[config.mk]
export PLATFORM = sky130hd
export DESIGN_NAME = hssi_ctrl
export DESIGN_NICKNAME = d
export VERILOG_FILES = /design/src/hdl/hssi_pkg.sv /design/src/hdl/hssi_ctrl.sv
export SDC_FILE = /design/constraint.sdc
export NUM_CORES = 1
export LEC_CHECK = 0
export BUFFER_PORTS_ARGS = -buffer_cell sky130_fd_sc_hd__buf_2
export CORE_AREA = 2 2 39 41
export CTS_BUF_LIST = sky130_fd_sc_hd__clkbuf_8
export CTS_CLUSTER_DIAMETER = 150
export DETAILED_ROUTE_END_ITERATION = 7
export DIE_AREA = 0 0 41 43
export HOLD_SLACK_MARGIN = 0.02
export MAX_ROUTING_LAYER = met4
export PLACE_DENSITY = 0.7
export SYNTH_ARGS = -nofsm -noshare
export SYNTH_HDL_FRONTEND = slang
export SYNTH_SLANG_ARGS = --single-unit
[constraint.sdc]
create_clock -name clock -period 1.5 [get_ports clock]
set_input_delay 0.225 -clock clock [delete_from_list [all_inputs] [get_ports clock]]
set_output_delay 0.225 -clock clock [all_outputs]
set_load 0.005 [all_outputs]
[src/hdl/hssi_pkg.sv]
// hssi_pkg: request/response structs, controller state, command and status
// types shared by the slot/species index core. No dependencies.
package hssi_pkg;

   localparam int HASH_W    = 64;
   localparam int SPEC_W    = 5;
   localparam int SIZE_W    = 6;
   localparam int CNT_W     = 13;   // slot_count register width
   localparam int DIV_CNT_W = 6;    // counts HASH_W restoring-division steps

   localparam logic OP_INSERT = 1'b0;
   localparam logic OP_QUERY  = 1'b1;

   typedef struct packed {
      logic              op;
      logic [SPEC_W-1:0] species;
      logic [HASH_W-1:0] hash;
   } req_type;

   typedef struct packed {
      logic              found;
      logic [SPEC_W-1:0] species_out;
      logic [SIZE_W-1:0] slot_size;
      logic              last;
   } rsp_type;

   typedef enum logic [2:0] {
      ST_CLEAR,
      ST_IDLE,
      ST_DIV,
      ST_READ,
      ST_LOAD,
      ST_SUM,
      ST_EMIT
   } state_type;

   typedef struct packed {
      logic load;       // capture request, reset remainder
      logic div_step;   // one restoring-division step
      logic mem_rd;     // read bitmap of computed slot
      logic mem_wr;     // write back bitmap with species set
      logic bits_load;  // latch bitmap and per-byte counts
      logic sum;        // add byte counts into slot size
      logic emit;       // drive one response
      logic clr_wr;     // clear one slot after reset
   } cmd_type;

   typedef struct packed {
      logic is_query;
      logic bits_zero;
      logic last_one;
      logic clear_done;
   } sts_type;

endpackage

[src/hdl/hssi_ctrl.sv]
// hssi_ctrl: sequencer for the index core; drives datapath commands.
// Depends on hssi_pkg.
module hssi_ctrl
   import hssi_pkg::*;
(
   input  logic    clock,
   input  logic    reset,
   input  logic    start,
   output logic    busy,
   input  sts_type sts,
   output cmd_type cmd
);

   state_type             state_ff, state_in;
   logic [DIV_CNT_W-1:0]  cnt_ff, cnt_in;

   always_ff @(posedge clock) begin
      if (reset) begin
         state_ff <= ST_CLEAR;
         cnt_ff   <= '0;
      end else begin
         state_ff <= state_in;
         cnt_ff   <= cnt_in;
      end
   end

   always_comb begin
      state_in = state_ff;
      cnt_in   = cnt_ff;
      cmd      = '0;
      unique case (state_ff)
         ST_CLEAR: begin
            cmd.clr_wr = 1'b1;
            if (sts.clear_done) state_in = ST_IDLE;
         end
         ST_IDLE: begin
            if (start) begin
               cmd.load = 1'b1;
               cnt_in   = '0;
               state_in = ST_DIV;
            end
         end
         ST_DIV: begin
            cmd.div_step = 1'b1;
            cnt_in       = cnt_ff + 1'b1;
            if (cnt_ff == DIV_CNT_W'(HASH_W - 1)) state_in = ST_READ;
         end
         ST_READ: begin
            cmd.mem_rd = 1'b1;
            state_in   = ST_LOAD;
         end
         ST_LOAD: begin
            if (sts.is_query) begin
               cmd.bits_load = 1'b1;
               state_in      = ST_SUM;
            end else begin
               cmd.mem_wr = 1'b1;
               state_in   = ST_IDLE;
            end
         end
         ST_SUM: begin
            cmd.sum  = 1'b1;
            state_in = ST_EMIT;
         end
         ST_EMIT: begin
            cmd.emit = 1'b1;
            if (sts.bits_zero || sts.last_one) state_in = ST_IDLE;
         end
         default: state_in = ST_IDLE;
      endcase
   end

   assign busy = (state_ff != ST_IDLE);

`ifndef SYNTHESIS
   a_load_enters_div: assert property (@(posedge clock) disable iff (reset)
      cmd.load |=> (state_ff == ST_DIV) && (cnt_ff == '0))
      else $error("load did not start division");
   a_div_length: assert property (@(posedge clock) disable iff (reset)
      (state_ff == ST_DIV) && (cnt_ff == DIV_CNT_W'(HASH_W - 1)) |=> state_ff == ST_READ)
      else $error("division did not end after full width");
   a_one_cmd: assert property (@(posedge clock) disable iff (reset)
      $onehot0(cmd))
      else $error("more than one datapath command");
`endif

endmodule

==> results.toml <==
[run_status]
run_status = "completed"

[setup_path]
worst_setup_path_class = "flip-flop to flip-flop"
timing.critical_path.slowest_stage_cell = "sky130_fd_sc_hd__a311oi_2"
critPathLaunchType = "flip-flop"
cpPeakStageDelay_ps = 370
crit_path_max_fanout = 5
arr_time_crit_path_ps = 1620
critPathCaptureType = "flip-flop"
cp_data_required_time_ps = 1630
cp_cell_sequence = "nor2b_1 > a2111oi_4 > a311oi_2 > mux2_4"

[timing]
final-setup-viol-count = 0
final-max-slew-violation-count = 0
finalClockSkew_ps = 7.06
tightest_slew_ps = 338
final.period_utilization = 0.993
hold_violations = 0
highest_achievable_clock_rate_mhz = 671
finalCriticalPeriod_ps = 1490
normalized_max_slew_margin = 0.772
unrepaired_setup_endpoints_after_global_routing = "true"

[cts]
cts-hold-fix-buffers = 0
max-clock-path-buffers = 2
clkSlewWorstSetupHoldPaths_ps = 50
clock_sinks = 9
root_buffer = "sky130_fd_sc_hd__clkbuf_8"
insertion_delay_ps = 240
cts_tree = "yes"
h-tree-depth = 1
tritoncts.num_buffers = 3

[global_route]
initial_antenna_violation_count = 0
grt_usage = 0.235
grt_start_max_net_pins = 13
overflow = 0
first_global_vias = 615
first_pass_grt_wire_length_mm = 2.70

[drt]
detail_route.drc_violations = 0
dr_total_vias = 665
drt_first_pass_iters = 4
routed_wl_mm = 1.71
wire_per_inst_um = 15.0
route.antenna.remaining_nets = 0
vias_per_cell = 5.83
initialDrtViolationCount = 22

[finish]
final_core_utilization = 0.628
flow.area_growth_from_synthesis_pct = 51.7
antenna_cells_inserted = 0
final_cell_area_um2 = 870
fraction_of_final_layout_cells_sized_beyond_drive_strength_1 = 0.490
num-nets-final = 107

[power_and_ir_drop]
cellPowerDensity_nw_per_um2 = 1310
power.ir.vdd_worst_mv = 0.784
cellLeakagePower_nw = 0.380

[worst_hold_path]
hp-class = "primary input to flip-flop"

[placement]
dpl.hpwl_mm = 1.02
placement.io_buffers = 15
post_dp_cell_area_um2 = 719
place_congestion = 0.819

[logic_synthesis]
postSynthNetCount = 75
yosys.area.top_type_share = 0.314
synth_area_leaders = "sky130_fd_sc_hd__dfxtp_1 31%, sky130_fd_sc_hd__a21oi_1 5.2%, sky130_fd_sc_hd__nor2_1 3.9%, sky130_fd_sc_hd__nand3_1 3.5%, sky130_fd_sc_hd__nor2b_1 3.3%"
synthDominantAreaCellType = "sky130_fd_sc_hd__dfxtp_1"
synthesis.yosys.warnings = 0
average_size_of_a_mapped_cell_um2 = 8.55
count_of_distinct_cell_types_in_the_synthesized_netlist = 34
yosys_register_bits = 9
synth_cells = 67
synth-main-ff-cell = "sky130_fd_sc_hd__dfxtp_1"
share_of_the_yosys_chip_area_belonging_to_registers = 0.314
post_synth_instance_area_um2 = 573
synth-edff-count = 0
share_of_synthesized_registers_carrying_an_async_set_or_reset = 0

[run]
cap_violations = 0

[floorplan]
ioPinCount = 16
die_width_um = 41
die_height_um = 43
initial_utilization = 0.414
design.die.area_um2 = 1760
placementRows = 14
core-area_um2 = 1380
==> layout make-up <==
class,instances,area [um2]
Fill cell,112,514
Multi-Input combinational cell,52,404
Timing Repair Buffer,31,203
Sequential cell,9,188
Clock buffer,3,41.3
Tap cell,16,20.0
Inverter,2,10.0
Clock inverter,1,3.75
==> synthesized netlist by cell type (all sizes together) (3+ instances only) <==
master,instances
nand3,4
a21oi,6
o21ai,3
buf,3
nand2,3
nor2,6
dfxtp,9
nor2b,3
==> critical path, delay by kind of cell, from the launching register on <==
family,cells,cell delay [ps]
AO/OA/AOI/OAI,2,470
flip-flops,1,360
multiplexers,1,330
AND/OR/NAND/NOR,1,220
==> report_power, final <==
group          total, mW  internal (mW)  switching, mW
clock              0.289          0.179          0.109
sequential         0.302          0.274         0.0278
combinational      0.548          0.300          0.248
total               1.14          0.753          0.385
==> metal layers <==
metal  wire length (um)  vias up  track usage
met5                  0        -            -
met4                 41        0        0.140
met3                124        6       0.0314
met2                845       37        0.334
met1                694      305        0.305
li1                   -      317            -
==> logic make-up after synthesis <==
| kind of cell | synth area share |
|---|---|
| flops | 0.314 |
| mux | 0.0262 |
| buf+inv | 0.0415 |
| compound gates | 0.251 |
| fa+ha+maj | 0.0218 |
| simple gates | 0.345 |
==> cell usage in the layout, fill, tap and decap left out, types with 2 or more instances in the layout <==
master,Yosys,routed
sky130_fd_sc_hd__buf_4,0,14
sky130_fd_sc_hd__dfxtp_4,0,2
sky130_fd_sc_hd__nand2_1,3,3
sky130_fd_sc_hd__clkbuf_8,0,3
sky130_fd_sc_hd__nor2b_1,3,2
sky130_fd_sc_hd__or3b_4,1,2
sky130_fd_sc_hd__a22oi_1,2,2
sky130_fd_sc_hd__nand3_1,4,4
sky130_fd_sc_hd__a31oi_1,2,2
sky130_fd_sc_hd__nor3_1,2,2
sky130_fd_sc_hd__dfxtp_1,9,7
sky130_fd_sc_hd__buf_6,0,2
sky130_fd_sc_hd__nor2_1,6,6
sky130_fd_sc_hd__a21oi_1,6,6
sky130_fd_sc_hd__o21ai_0,3,3
sky130_fd_sc_hd__inv_1,1,2
sky130_fd_sc_hd__and3b_1,2,2
sky130_fd_sc_hd__buf_2,1,15
==> registers in the layout (all words and copies together) (netlist names) <==
name,count
cnt_ff,6
state_ff,3
==> stage by stage <==
step | setup TNS, ps | power [mW] | setup WS (ps) | hold slack, ps | instances
floorplan | 0 | 0.567 | 61.3 | 433 | 67
global placement | 0 | 0.709 | 50.6 | 528 | 103
detailed placement | 0 | 0.717 | 28.2 | 539 | 103
CTS | 0 | 1.08 | 25.5 | 296 | 114
global route | -73.3 | 1.20 | -51.0 | 314 | 114
finish | 0 | 1.14 | 10.1 | 317 | 114
==> final timing paths <==
check / endpoint / cells past startpoint / startpoint / slack, ps
worst max register to register: state_ff[0] / 4 / state_ff[0] / 10
worst min register to register: cnt_ff[4] / 2 / cnt_ff[4] / 560
worst min-delay path: state_ff[2] / 2 / reset / 320
worst max-delay path: state_ff[0] / 4 / state_ff[0] / 10
==> repair_timing <==
item / 4_1_cts / 5_1_grt
setup buffers: 7 / 0
pin swaps: 0 / 2
gates resized for setup: 7 / 6
endpoints found under the setup margin: 2 / 7
Power figures use the tool's default switching activity.
